File: config.mk
export PLATFORM = sky130hd
export DESIGN_NAME = encoder_velocity_incremental_p_control_unit
export DESIGN_NICKNAME = d
export VERILOG_FILES = /design/src/rtl/core/evpc_pkg.sv /design/src/rtl/core/evpc_front.sv /design/src/rtl/core/evpc_fifo.sv /design/src/rtl/core/evpc_back.sv /design/src/rtl/core/encoder_velocity_incremental_p_control_unit.sv
export SDC_FILE = /design/constraint.sdc
export NUM_CORES = 2
export LEC_CHECK = 0
export CORE_MARGIN = 2
export CORE_UTILIZATION = 70
export CTS_CLUSTER_DIAMETER = 80
export CTS_CLUSTER_SIZE = 30
export DETAILED_ROUTE_END_ITERATION = 16
export DONT_BUFFER_PORTS = 1
export GPL_ROUTABILITY_DRIVEN = 0
export GPL_TIMING_DRIVEN = 0
export PLACE_DENSITY = 0.86
export SLEW_MARGIN = 10
export SYNTH_ARGS = -nofsm -noshare
export SYNTH_HDL_FRONTEND = slang
export SYNTH_SLANG_ARGS = --single-unit
File: constraint.sdc
create_clock -name clk -period 18.9 [get_ports clk]
set_input_delay 3.78 -clock clk [delete_from_list [all_inputs] [get_ports clk]]
set_output_delay 3.78 -clock clk [all_outputs]
set_load 0.05 [all_outputs]
File: src/rtl/core/evpc_pkg.sv
// shared types and constants of the encoder velocity p-controller
`default_nettype none

package evpc_pkg;

	// item kinds carried in tuser
	localparam logic CMD_EDGE = 1'b0;
	localparam logic CMD_TICK = 1'b1;

	// configuration register indexes
	localparam int CFG_IDX_W = 2;
	localparam logic [CFG_IDX_W-1:0] REG_SPEED_SCALE = 2'd0;
	localparam logic [CFG_IDX_W-1:0] REG_PROP_GAIN   = 2'd1;

	localparam int TICK_FIFO_DEPTH = 2;
	localparam int DIV_STEPS       = 24;
	localparam int CMD_LIMIT       = 16711680;

	localparam logic signed [23:0] SPEED_MAX = 24'sh7FFFFF;
	localparam logic signed [23:0] SPEED_MIN = 24'sh800000;

	// one control tick as handed from front to back
	typedef struct packed {
		logic signed [15:0] count;
		logic        [23:0] elapsed;
		logic signed [23:0] setpoint;
	} tick_t;

	// one result word
	typedef struct packed {
		logic signed [23:0] speed_estimate;
		logic signed [24:0] drive_command;
		logic        [7:0]  rev_duty;
		logic        [7:0]  fwd_duty;
	} result_t;

endpackage

`default_nettype wire

File: src/rtl/core/evpc_front.sv
// front end: takes input words, counts encoder edges, queues control ticks
`default_nettype none

module evpc_front (
	input  wire logic           clk,
	input  wire logic           arst_n,
	input  wire logic           in_valid,
	output logic                in_ready,
	input  wire logic           in_cmd,
	input  wire logic           in_encoder_b,
	input  wire logic [23:0]    in_elapsed,
	input  wire logic [23:0]    in_setpoint,
	output logic                push_valid,
	input  wire logic           push_ready,
	output evpc_pkg::tick_t     push_data
);
	import evpc_pkg::*;

	logic signed [15:0] count_q;
	logic               accept;

	assign in_ready   = push_ready;
	assign accept     = in_valid && in_ready;
	assign push_valid = accept && (in_cmd == CMD_TICK);

	always_comb begin
		push_data.count    = count_q;
		// zero elapsed time counts as one microsecond
		push_data.elapsed  = (in_elapsed == 24'd0) ? 24'd1 : in_elapsed;
		push_data.setpoint = $signed(in_setpoint);
	end

	always_ff @(posedge clk or negedge arst_n) begin
		if (!arst_n) begin
			count_q <= '0;
		end else if (accept) begin
			if (in_cmd == CMD_TICK) begin
				count_q <= '0;
			end else if (in_encoder_b) begin
				count_q <= count_q + 16'sd1;
			end else begin
				count_q <= count_q - 16'sd1;
			end
		end
	end

endmodule

`default_nettype wire

File: src/rtl/core/evpc_fifo.sv
// short tick queue between front and back
`default_nettype none

module evpc_fifo #(
	parameter int DEPTH = evpc_pkg::TICK_FIFO_DEPTH
) (
	input  wire logic           clk,
	input  wire logic           arst_n,
	input  wire logic           push_valid,
	output logic                push_ready,
	input  wire evpc_pkg::tick_t push_data,
	output logic                pop_valid,
	input  wire logic           pop_ready,
	output evpc_pkg::tick_t     pop_data
);
	import evpc_pkg::*;

	localparam int PTR_W = (DEPTH > 1) ? $clog2(DEPTH) : 1;
	localparam int CNT_W = $clog2(DEPTH + 1);

	tick_t              entry_q [DEPTH];
	logic [PTR_W-1:0]   wr_ptr_q;
	logic [PTR_W-1:0]   rd_ptr_q;
	logic [CNT_W-1:0]   fill_q;
	logic               do_push;
	logic               do_pop;

	assign push_ready = fill_q < CNT_W'(DEPTH);
	assign pop_valid  = fill_q != '0;
	assign do_push    = push_valid && push_ready;
	assign do_pop     = pop_valid && pop_ready;
	assign pop_data   = entry_q[rd_ptr_q];

	always_ff @(posedge clk) begin
		if (do_push) begin
			entry_q[wr_ptr_q] <= push_data;
		end
	end

	always_ff @(posedge clk or negedge arst_n) begin
		if (!arst_n) begin
			wr_ptr_q <= '0;
			rd_ptr_q <= '0;
			fill_q   <= '0;
		end else begin
			if (do_push) begin
				wr_ptr_q <= (wr_ptr_q == PTR_W'(DEPTH - 1)) ? '0 : wr_ptr_q + 1'b1;
			end
			if (do_pop) begin
				rd_ptr_q <= (rd_ptr_q == PTR_W'(DEPTH - 1)) ? '0 : rd_ptr_q + 1'b1;
			end
			if (do_push && !do_pop) begin
				fill_q <= fill_q + 1'b1;
			end else if (do_pop && !do_push) begin
				fill_q <= fill_q - 1'b1;
			end
		end
	end

endmodule

`default_nettype wire

File: src/rtl/core/evpc_back.sv
// back end: speed division, proportional update and output register
`default_nettype none

module evpc_back (
	input  wire logic            clk,
	input  wire logic            arst_n,
	input  wire logic            pop_valid,
	output logic                 pop_ready,
	input  wire evpc_pkg::tick_t pop_data,
	input  wire logic [31:0]     speed_scale,
	input  wire logic [23:0]     prop_gain,
	output logic                 out_valid,
	input  wire logic            out_ready,
	output evpc_pkg::result_t    out_data
);
	import evpc_pkg::*;

	localparam int STEP_W = $clog2(DIV_STEPS);
	localparam logic signed [41:0] LIMIT_POS = 42'(CMD_LIMIT);
	localparam logic signed [41:0] LIMIT_NEG = -42'(CMD_LIMIT);

	typedef enum logic [2:0] {
		ST_IDLE, ST_MUL, ST_CHK, ST_DIV, ST_ERR, ST_GAIN, ST_ACC, ST_OUT
	} state_t;

	state_t             state_q;
	tick_t              tick_q;
	logic               neg_q;
	logic               sat_q;
	logic [47:0]        prod_q;
	logic [23:0]        rem_q;
	logic [23:0]        quo_q;
	logic [STEP_W-1:0]  step_q;
	logic signed [23:0] speed_q;
	logic               err_neg_q;
	logic [23:0]        err_mag_q;
	logic [39:0]        step_mag_q;
	logic signed [24:0] acc_q;
	logic               out_valid_q;
	result_t            out_q;

	logic [15:0]        cnt_mag;
	logic [24:0]        trial;
	logic [24:0]        trial_diff;
	logic               trial_ge;
	logic signed [23:0] speed_c;
	logic signed [24:0] err_c;
	logic [24:0]        err_neg_c;
	logic [47:0]        gprod_c;
	logic signed [41:0] nc_c;
	logic signed [24:0] clamp_c;
	logic [24:0]        acc_neg_c;
	logic               out_free;

	assign pop_ready = (state_q == ST_IDLE);
	assign out_valid = out_valid_q;
	assign out_data  = out_q;
	assign out_free  = !out_valid_q || out_ready;

	always_comb begin
		cnt_mag    = tick_q.count[15] ? 16'(-tick_q.count) : tick_q.count;
		// restoring division, one quotient bit per cycle
		trial      = {rem_q, quo_q[23]};
		trial_diff = trial - {1'b0, tick_q.elapsed};
		trial_ge   = trial >= {1'b0, tick_q.elapsed};
		if (neg_q) begin
			speed_c = (sat_q || quo_q > 24'd8388608) ? SPEED_MIN : $signed(24'd0 - quo_q);
		end else begin
			speed_c = (sat_q || quo_q[23]) ? SPEED_MAX : $signed(quo_q);
		end
		err_c     = {tick_q.setpoint[23], tick_q.setpoint} - {speed_c[23], speed_c};
		err_neg_c = 25'(-err_c);
		gprod_c   = {24'd0, prop_gain} * {24'd0, err_mag_q};
		if (err_neg_q) begin
			nc_c = {{17{acc_q[24]}}, acc_q} - $signed({2'b00, step_mag_q});
		end else begin
			nc_c = {{17{acc_q[24]}}, acc_q} + $signed({2'b00, step_mag_q});
		end
		if (nc_c > LIMIT_POS) begin
			clamp_c = 25'(LIMIT_POS);
		end else if (nc_c < LIMIT_NEG) begin
			clamp_c = 25'(LIMIT_NEG);
		end else begin
			clamp_c = nc_c[24:0];
		end
		acc_neg_c = 25'(-acc_q);
	end

	always_ff @(posedge clk or negedge arst_n) begin
		if (!arst_n) begin
			state_q     <= ST_IDLE;
			tick_q      <= '0;
			neg_q       <= 1'b0;
			sat_q       <= 1'b0;
			prod_q      <= '0;
			rem_q       <= '0;
			quo_q       <= '0;
			step_q      <= '0;
			speed_q     <= '0;
			err_neg_q   <= 1'b0;
			err_mag_q   <= '0;
			step_mag_q  <= '0;
			acc_q       <= '0;
			out_valid_q <= 1'b0;
			out_q       <= '0;
		end else begin
			if (state_q == ST_OUT && out_free) begin
				out_valid_q <= 1'b1;
			end else if (out_valid_q && out_ready) begin
				out_valid_q <= 1'b0;
			end
			case (state_q)
				ST_IDLE: begin
					if (pop_valid) begin
						tick_q  <= pop_data;
						state_q <= ST_MUL;
					end
				end
				ST_MUL: begin
					prod_q  <= {16'd0, cnt_mag} * {16'd0, speed_scale};
					neg_q   <= tick_q.count[15];
					state_q <= ST_CHK;
				end
				ST_CHK: begin
					// quotient of 2^24 or more saturates anyway
					step_q <= '0;
					if (prod_q >= {tick_q.elapsed, 24'd0}) begin
						sat_q   <= 1'b1;
						state_q <= ST_ERR;
					end else begin
						sat_q   <= 1'b0;
						rem_q   <= prod_q[47:24];
						quo_q   <= prod_q[23:0];
						state_q <= ST_DIV;
					end
				end
				ST_DIV: begin
					rem_q  <= trial_ge ? trial_diff[23:0] : trial[23:0];
					quo_q  <= {quo_q[22:0], trial_ge};
					step_q <= step_q + 1'b1;
					if (step_q == STEP_W'(DIV_STEPS - 1)) begin
						state_q <= ST_ERR;
					end
				end
				ST_ERR: begin
					speed_q   <= speed_c;
					err_neg_q <= err_c[24];
					err_mag_q <= err_c[24] ? err_neg_c[23:0] : err_c[23:0];
					state_q   <= ST_GAIN;
				end
				ST_GAIN: begin
					step_mag_q <= gprod_c[47:8];
					state_q    <= ST_ACC;
				end
				ST_ACC: begin
					acc_q   <= clamp_c;
					state_q <= ST_OUT;
				end
				ST_OUT: begin
					if (out_free) begin
						out_q.speed_estimate <= speed_q;
						out_q.drive_command  <= acc_q;
						if (acc_q > 25'sd0) begin
							out_q.fwd_duty <= acc_q[23:16];
							out_q.rev_duty <= 8'd0;
						end else begin
							out_q.fwd_duty <= 8'd0;
							out_q.rev_duty <= acc_neg_c[23:16];
						end
						state_q <= ST_IDLE;
					end
				end
				default: begin
					state_q <= ST_IDLE;
				end
			endcase
		end
	end

endmodule

`default_nettype wire

File: src/rtl/core/encoder_velocity_incremental_p_control_unit.sv
// top level of the encoder velocity incremental p-controller
//
// channel   | direction | handshake                      | contents
// ----------+-----------+--------------------------------+--------------------------------
// s_axis    | in        | s_axis_tvalid / s_axis_tready  | encoder edge or control tick
// m_axis    | out       | m_axis_tvalid / m_axis_tready  | duties, command, speed estimate
// cfg       | in        | cfg_valid / cfg_ready          | speed_scale, prop_gain writes
//
// an encoder edge word only moves the edge counter
// a control tick is queued; the back end then takes it through these steps
// (pop, multiply, range check, 24 restoring division steps, error, gain, add, output),
// and skips the division steps when the quotient saturates
// s_axis_tready drops only while the tick queue is full; m_axis stalls back up into it
// reset clears counter, stored command, queue and registers; no clearing pass
`default_nettype none

module encoder_velocity_incremental_p_control_unit #(
	parameter int TICK_FIFO_DEPTH = evpc_pkg::TICK_FIFO_DEPTH
) (
	input  wire logic                           clk,
	input  wire logic                           arst_n,
	// input stream
	input  wire logic                           s_axis_tvalid,
	output logic                                s_axis_tready,
	input  wire logic [55:0]                    s_axis_tdata,  // encoder_b, elapsed_us, setpoint
	input  wire logic [0:0]                     s_axis_tuser,  // cmd
	// result stream
	output logic                                m_axis_tvalid,
	input  wire logic                           m_axis_tready,
	output logic [71:0]                         m_axis_tdata,  // fwd_duty, rev_duty,
	                                                           // drive_command, speed_estimate
	// configuration writes
	input  wire logic                           cfg_valid,
	output logic                                cfg_ready,
	input  wire logic [evpc_pkg::CFG_IDX_W-1:0] cfg_index,
	input  wire logic [31:0]                    cfg_data
);
	import evpc_pkg::*;

	logic [31:0] speed_scale_q;
	logic [23:0] prop_gain_q;

	logic    push_valid;
	logic    push_ready;
	tick_t   push_data;
	logic    pop_valid;
	logic    pop_ready;
	tick_t   pop_data;
	result_t result;

	// configuration is always taken; writes beyond the list are dropped
	assign cfg_ready = 1'b1;

	always_ff @(posedge clk or negedge arst_n) begin
		if (!arst_n) begin
			speed_scale_q <= '0;
			prop_gain_q   <= '0;
		end else if (cfg_valid && cfg_ready) begin
			case (cfg_index)
				REG_SPEED_SCALE: speed_scale_q <= cfg_data;
				REG_PROP_GAIN:   prop_gain_q   <= cfg_data[23:0];
				default: begin
				end
			endcase
		end
	end

	// front: edge counting and tick capture
	evpc_front u_front (
		.clk          (clk),
		.arst_n       (arst_n),
		.in_valid     (s_axis_tvalid),
		.in_ready     (s_axis_tready),
		.in_cmd       (s_axis_tuser[0]),
		.in_encoder_b (s_axis_tdata[0]),
		.in_elapsed   (s_axis_tdata[24:1]),
		.in_setpoint  (s_axis_tdata[48:25]),
		.push_valid   (push_valid),
		.push_ready   (push_ready),
		.push_data    (push_data)
	);

	// tick queue lets edges keep arriving while the back end divides
	evpc_fifo #(
		.DEPTH (TICK_FIFO_DEPTH)
	) u_fifo (
		.clk        (clk),
		.arst_n     (arst_n),
		.push_valid (push_valid),
		.push_ready (push_ready),
		.push_data  (push_data),
		.pop_valid  (pop_valid),
		.pop_ready  (pop_ready),
		.pop_data   (pop_data)
	);

	// back: speed estimate, error, command update, output register
	evpc_back u_back (
		.clk         (clk),
		.arst_n      (arst_n),
		.pop_valid   (pop_valid),
		.pop_ready   (pop_ready),
		.pop_data    (pop_data),
		.speed_scale (speed_scale_q),
		.prop_gain   (prop_gain_q),
		.out_valid   (m_axis_tvalid),
		.out_ready   (m_axis_tready),
		.out_data    (result)
	);

	assign m_axis_tdata = {7'd0, result.speed_estimate, result.drive_command,
		result.rev_duty, result.fwd_duty};

	// command never leaves the clamp range
	a_cmd_range: assert property (@(posedge clk) disable iff (!arst_n)
		m_axis_tvalid |-> ($signed(m_axis_tdata[40:16]) <= 25'sd16711680 &&
			$signed(m_axis_tdata[40:16]) >= -25'sd16711680))
		else $error("drive command outside clamp range");

	// forward and reverse drive are never both on
	a_duty_excl: assert property (@(posedge clk) disable iff (!arst_n)
		m_axis_tvalid |-> (m_axis_tdata[7:0] == 8'd0 || m_axis_tdata[15:8] == 8'd0))
		else $error("forward and reverse duty both nonzero");

	// forward duty is the integer part of a non-negative command
	a_fwd_duty: assert property (@(posedge clk) disable iff (!arst_n)
		(m_axis_tvalid && !m_axis_tdata[40]) |-> (m_axis_tdata[7:0] == m_axis_tdata[39:32]))
		else $error("forward duty does not match command");

	// the queue only fills on a queued tick
	a_fill_on_tick: assert property (@(posedge clk) disable iff (!arst_n)
		$fell(s_axis_tready) |-> $past(s_axis_tvalid && s_axis_tready && s_axis_tuser[0]))
		else $error("input stalled without a tick being queued");

endmodule

`default_nettype wire
After elaboration in Yosys (flattened, before gate mapping)
Memories as Yosys holds them, arrays and structs flattened. A register that Yosys moved wholly into a read port is not among the register bits.
Cells that the tools add are included.
Widths: inputs -> output; s select.
{"block": "totals", "reg_bits": 362, "latchBits": 0, "ram_bits": 128, "romBits": 0, "in_bits": 96, "output_inout_bits": 75, "mem_count": 1}
{"name": "u_fifo.entry_q", "depth": 2, "width": 64, "read_ports": 1, "rd_ports_with_merged_regs": 1, "wr": 1, "line": "evpc_fifo.sv:21", "text": "tick_t entry_q [DEPTH];"}
{"block": "classes", "addsub": 15, "n_mul": 2, "n_div": 0, "order_cmp": 7, "n_eq_ne": 13, "shifts": 0, "n_mux": 32, "bitwise": 0, "n_reduce_logical": 28}
{"cell": "$mux 24", "n": 8}
{"cell": "$pmux 24 s2", "n": 2}
{"cell": "$mux 16", "n": 4}
{"cell": "$mux 25", "n": 2}
{"cell": "$ge 48x48->1", "n": 1}
{"cell": "$mul 16x32->48", "n": 1}
{"cell": "$mul 24x24->48", "n": 1}
{"cell": "$neg 24->24", "n": 2}
{"cell": "$add 25x41->42", "n": 1}
{"cell": "$gt 42x25->1 const B", "n": 1}
{"cell": "$lt 42x25->1 const B", "n": 1}
{"cell": "$mux 42", "n": 1}
{"cell": "$sub 25x41->42", "n": 1}
{"cell": "$ge 25x24->1", "n": 1}
{"cell": "$gt 25x1->1 const B", "n": 1}
{"cell": "$sub 24x24->25", "n": 1}
{"cell": "$gt 24x24->1 const B", "n": 1}
{"cell": "$logic_not 24->1", "n": 1}
{"cell": "$pmux 3 s8", "n": 1}
{"cell": "$sub 1x24->24 const A", "n": 1}
{"cell": "$sub 24x24->24", "n": 1}
{"cell": "$add 16x2->16 const B", "n": 1}
{"cell": "$neg 16->16", "n": 1}
{"cell": "$sub 16x2->16 const B", "n": 1}
{"cell": "other kinds (24)", "n": 60}

Depth between registers and ports, before layout
{"block": "logic_depth", "word_depth": 8, "ltp_mapped": 33, "mapped_depth_nobuf": 31}

Modules after synthesis
From an unflattened synthesis, not the netlist that was laid out.
{"block": "unflattened", "hier_cells": 6892, "area_unflattened_um2": 63950.1}
{"module": "evpc_back", "instances": 1, "cells_per_inst": 6345, "area_per_inst_um2": 55119.1, "seq_area_each_um2": 8758.4}
{"module": "evpc_fifo", "instances": 1, "cells_per_inst": 216, "area_per_inst_um2": 5017.3, "seq_area_each_um2": 3943.8}
{"module": "encoder_velocity_incremental_p_control_unit", "instances": 1, "cells_per_inst": 129, "area_per_inst_um2": 2182.1, "seq_area_each_um2": 1401.3}
{"module": "evpc_front", "instances": 1, "cells_per_inst": 202, "area_per_inst_um2": 1631.6, "seq_area_each_um2": 400.4}

Worst setup path after synthesis
Ideal clock, no wire load.
{"block": "synth_path", "kind": "register -> register", "start": "register u_back.tick_q[55] in the netlist's numbering", "end": "register u_back.prod_q[42]", "setup_ps": 133, "arrival_time_ps": 7789, "t_required_ps": 18767, "slack_ps": 10978, "path_stages_with_launch": 28, "synth_period_minus_slack_ps": 7922, "cell_sequence": "dfrtp_1 or4_1 or4_1 o31a_1 xor2_1 clkbuf_1 nand2_1 fa_1 fa_1 inv_1 fa_1 fa_1 fa_1 inv_1 fa_1 inv_1 ha_1 clkbuf_1 a21o_1 a2111o_1 o31a_1 a221o_1 a211o_1 a21o_1 a21o_1 a21oi_1 xor2_1 o21ai_0"}
{"block": "synth_between", "elab_chain_len": 3}
{"element": "start: declaration", "line": "evpc_back.sv:27", "text": "tick_t tick_q;"}
{"element": "start signal: assignment", "line": "evpc_back.sv:115", "text": "tick_q <= pop_data;"}
{"element": "$neg 16->16", "line": "evpc_back.sv:61", "text": "cnt_mag = tick_q.count[15] ? 16'(-tick_q.count) : tick_q.count;"}
{"element": "$mux 16 *", "line": "evpc_back.sv:61"}
{"element": "$mul 16x32->48 *", "line": "evpc_back.sv:120", "text": "prod_q <= {16'd0, cnt_mag} * {16'd0, speed_scale};"}
{"element": "end signal: assignment", "line": "evpc_back.sv:120"}
{"element": "end: declaration", "line": "evpc_back.sv:30", "text": "logic [47:0] prod_q;"}
Every way passes the cells marked *; elsewhere a longest branch is shown, timed or not.
A chain may end at the register's enable or synchronous reset.

Worst setup path after layout
{"block": "layout_path", "start": "register u_back.tick_q[48] in the netlist's numbering", "end": "register u_back.prod_q[47]"}
The elaborated chain is that of the path after synthesis.

==> out/qor.txt <==
gr ovfl total - 0
Crit path largest cell delay - 0.99 ns
WL per Instance - 21.99 microns
multi-input logic area - 0.04378 sq mm
die width - 306.1 microns
Slew HR - 0.1465
Synthesis Warnings - 0
Hold Path Origin - u_back.speed_q[17]
max-cap viol count - 0
final hold vios - 0
Avg Vias per Cell - 6.260
cell area after synthesis - 0.06389 sq mm
Mapped Avg Cell Area - 9.165 sq um
status - completed
CORE AREA - 0.09029 sq mm
top post-synthesis cells by area - fa_1 28%, dfrtp_1 17%, ha_1 8.3%, nand2_1 7.0%, inv_1 6.6%
Worst Hold Class - reg2reg
Worst Hold Path EP - u_back.out_data[58]
Main synth FF type - dfrtp_1
via count - 51,550
number of global-route vias before repair - 52,790
Final Slew Violations - 0
first-pass GRT wire length - 285.6 mm
area grow syn2layout - 4.704%
post-layout util - 0.7409
R2R Path Start - u_back.tick_q[48]
final net count - 8,442
final worst path period share - 0.5376
clk buf depth - 3
CTS tree - yes
Worst Setup SP - u_back.tick_q[48]
Num CTS Buffers - 36
min cycle time layout - 10.16 ns
DRT Wirelength - 181.1 mm
Initial Util - 0.7076
die height - 306.1 microns
Req. time, crit path - 19.42 ns
die area - 0.09370 sq mm
All-Layer GR Usage - 0.3933
Worst-Skew Late Latency - 0.64 ns
Post-CTS Setup Repair Bufs - 0
startpoint types - register
Worst Tran Pin Value - 1.269 ns
Final Skew - 0.03881 ns
PortBufs - 0
Clock transition at path regs - 0.11 ns
worst hold margin - 0.4869 ns
# hold bufs at CTS - 0
Async S/R FF share, synth - 0.7690
Post-DP HPWL - 143.2 mm
Setup-failing EPs final - 0
post-CTS resize count - 0
Top Ports - 171
Max Freq - 98.41 MHz
clk root buf - clkbuf_16
Post-Synthesis Cells - 6,971
Crit Path Max Fanout - 10
sequential cell area - 0.01450 sq mm
Core Rows - 110
Reg-to-Reg End - u_back.prod_q[47]
Final WS setup - 8.739 ns
WP data arrival - 10.68 ns
synth unique cells - 93
number of synthesized flops with an enable pin - 128
drt first pass iters - 9
flop-to-flop setup slack - 8.74 ns
Setup TNS - 0 ns
share of the synthesized area in the top cell type - 0.2829
crit path capture type - register
Detail Route Antenna Nets - 0
hold depth - 2
post-place setup slack - 9.215 ns
FF+latch count, synth - 554
Initial DRC Count - 5,319
RSZ-0062 raised after global routing - false
critical path class - reg2reg
Synth area leader - fa_1
DRC - 0
slowest CP cell - a2111oi_0
initial antenna violation count - 11
clk sink count - 554
Worst R2R Path Depth - 32
H-tree depth - 2
part of the Yosys area used for sequential elements - 0.2270
largest net degree at the start of global routing - 427
layout cells sized above 1 - 0.02909
# fillers - 6,195
[critical path, delay by kind of cell, from the launching register on]
| kind | cells | cell delay, ns |
|---|---|---|
| XOR/XNOR | 1 | 0.82 |
| AO/OA/AOI/OAI | 11 | 3.37 |
| adder cells (fa/ha/maj) | 8 | 3.61 |
| AND/OR/NAND/NOR | 4 | 0.52 |
| buffers and inverters | 8 | 1.40 |
| flip-flops | 1 | 0.34 |
[how the worst max path moves through the flow]
stage                   endpoint  slack (ns)
3_3_place_gp   u_back.prod_q[47]        8.47
6_report       u_back.prod_q[47]        8.74
2_1_floorplan  u_back.prod_q[42]       10.98
3_5_place_dp   u_back.prod_q[47]        9.21
4_1_cts        u_back.prod_q[47]        9.14
5_1_grt        u_back.prod_q[47]        8.55
[placed cells by master, fill, tap and decap left out, types with 14 or more instances in the layout]
master        n
o211ai_1     24
fa_1        903
o41ai_1      14
clkbuf_1    347
nor3_1       82
and3_1       22
mux2i_1     112
a21oi_1     259
nand2_1    1192
and4_1       14
o31ai_1      17
nor2b_1      31
edfxtp_1    128
a22o_1       15
nand3_1      50
mux2_2       77
o21bai_1     28
a211oi_1     46
xor2_1       78
nor3b_1      19
o21a_1       33
a21o_1       93
xnor2_1     156
inv_1      1119
nand2b_1     26
ha_1        423
nor2_1      232
o21ai_0     297
and2_1      386
nor4_1       32
clkbuf_16    36
or3_1        23
a31oi_1      28
dfrtp_1     426
nand4_1      37
[area by class of cell]
cell class | instances | area share
timing repair buffer | 5 | 0.001403
buffer | 373 | 0.02172
clock inverter | 22 | 0.006247
multi-input combinational | 4931 | 0.6544
clock buffer | 42 | 0.01410
antenna | 13 | 0.0004863
inverter | 1119 | 0.06279
sequential | 554 | 0.2168
tap | 1176 | 0.02200
[sequential cells by signal, indices dropped and copies added, names as in the netlist]
| signal | flops |
|---|---|
| prop_gain_q | 24 |
| u_back.speed_q | 24 |
| u_back.err_neg_q | 1 |
| u_back.prod_q | 48 |
| u_back.quo_q | 24 |
| u_fifo.rd_ptr_q | 1 |
| u_back.step_mag_q | 40 |
| u_back.err_mag_q | 24 |
| u_fifo.entry_q | 128 |
| speed_scale_q | 32 |
| u_back.step_q | 5 |
| u_back.rem_q | 24 |
| u_back.tick_q | 64 |
| u_back.out_data | 65 |
| u_fifo.fill_q | 2 |
| u_back.neg_q | 1 |
| u_front.count_q | 16 |
| u_back.state_q | 3 |
| u_back.acc_q | 25 |
| u_back.out_valid | 1 |
| u_fifo.wr_ptr_q | 1 |
| u_back.sat_q | 1 |
[synthesized netlist by cell type (9+ instances only)]
library cell	number
a211oi_1	46
a21o_1	93
a21oi_1	259
a221o_1	10
a22o_1	15
a31oi_1	28
and2_1	386
and3_1	23
and4_1	14
buf_1	9
buf_2	11
clkbuf_1	343
dfrtp_1	426
edfxtp_1	128
fa_1	903
ha_1	423
inv_1	1119
mux2_2	77
mux2i_1	112
nand2_1	1192
nand2b_1	26
nand3_1	50
nand3b_1	11
nand4_1	37
nor2_1	233
nor2b_1	31
nor3_1	82
nor3b_1	20
nor4_1	32
o211ai_1	24
o21a_1	33
o21ai_0	297
o21ai_2	9
o21bai_1	28
o31ai_1	17
o41ai_1	14
or3_1	23
or4_1	9
xnor2_1	156
xor2_1	78
[stage by stage]
stage	cells	area, sq um
4_1_cts	8222	66860
2_1_floorplan	6977	63910
5_1_grt	8226	66870
6_report	8235	66900
3_5_place_dp	8158	65500
3_3_place_gp	8153	65380
[metal layers]
| layer | global-route usage | share of wire | wire [microns] | vias to the layer above |
|---|---|---|---|---|
| met5 | 0 | 0.00030 | 54 | - |
| met3 | 0.1024 | 0.11 | 19890 | 888 |
| met4 | 0.2458 | 0.081 | 14630 | 6 |
| li1 | - | - | - | 22210 |
| met1 | 0.4765 | 0.35 | 62810 | 25290 |
| met2 | 0.6325 | 0.46 | 83720 | 3162 |
[cells by family (layout without fill, tap and decap cells)]
kind of cell | count (synthesis) | after routing | share of synthesized area
flops | 554 | 554 | 0.2270
mux | 190 | 190 | 0.03135
xor+xnor | 235 | 235 | 0.03233
fa+ha+maj | 1326 | 1326 | 0.3658
buf+inv | 1492 | 1561 | 0.08848
compound gates | 974 | 974 | 0.09573
other cells | 2 | 21 | 0.0001175
simple gates | 2198 | 2198 | 0.1592
Power is not shown: default switching activity piles up to over one toggle a cycle in this logic, so the estimate is an artifact.
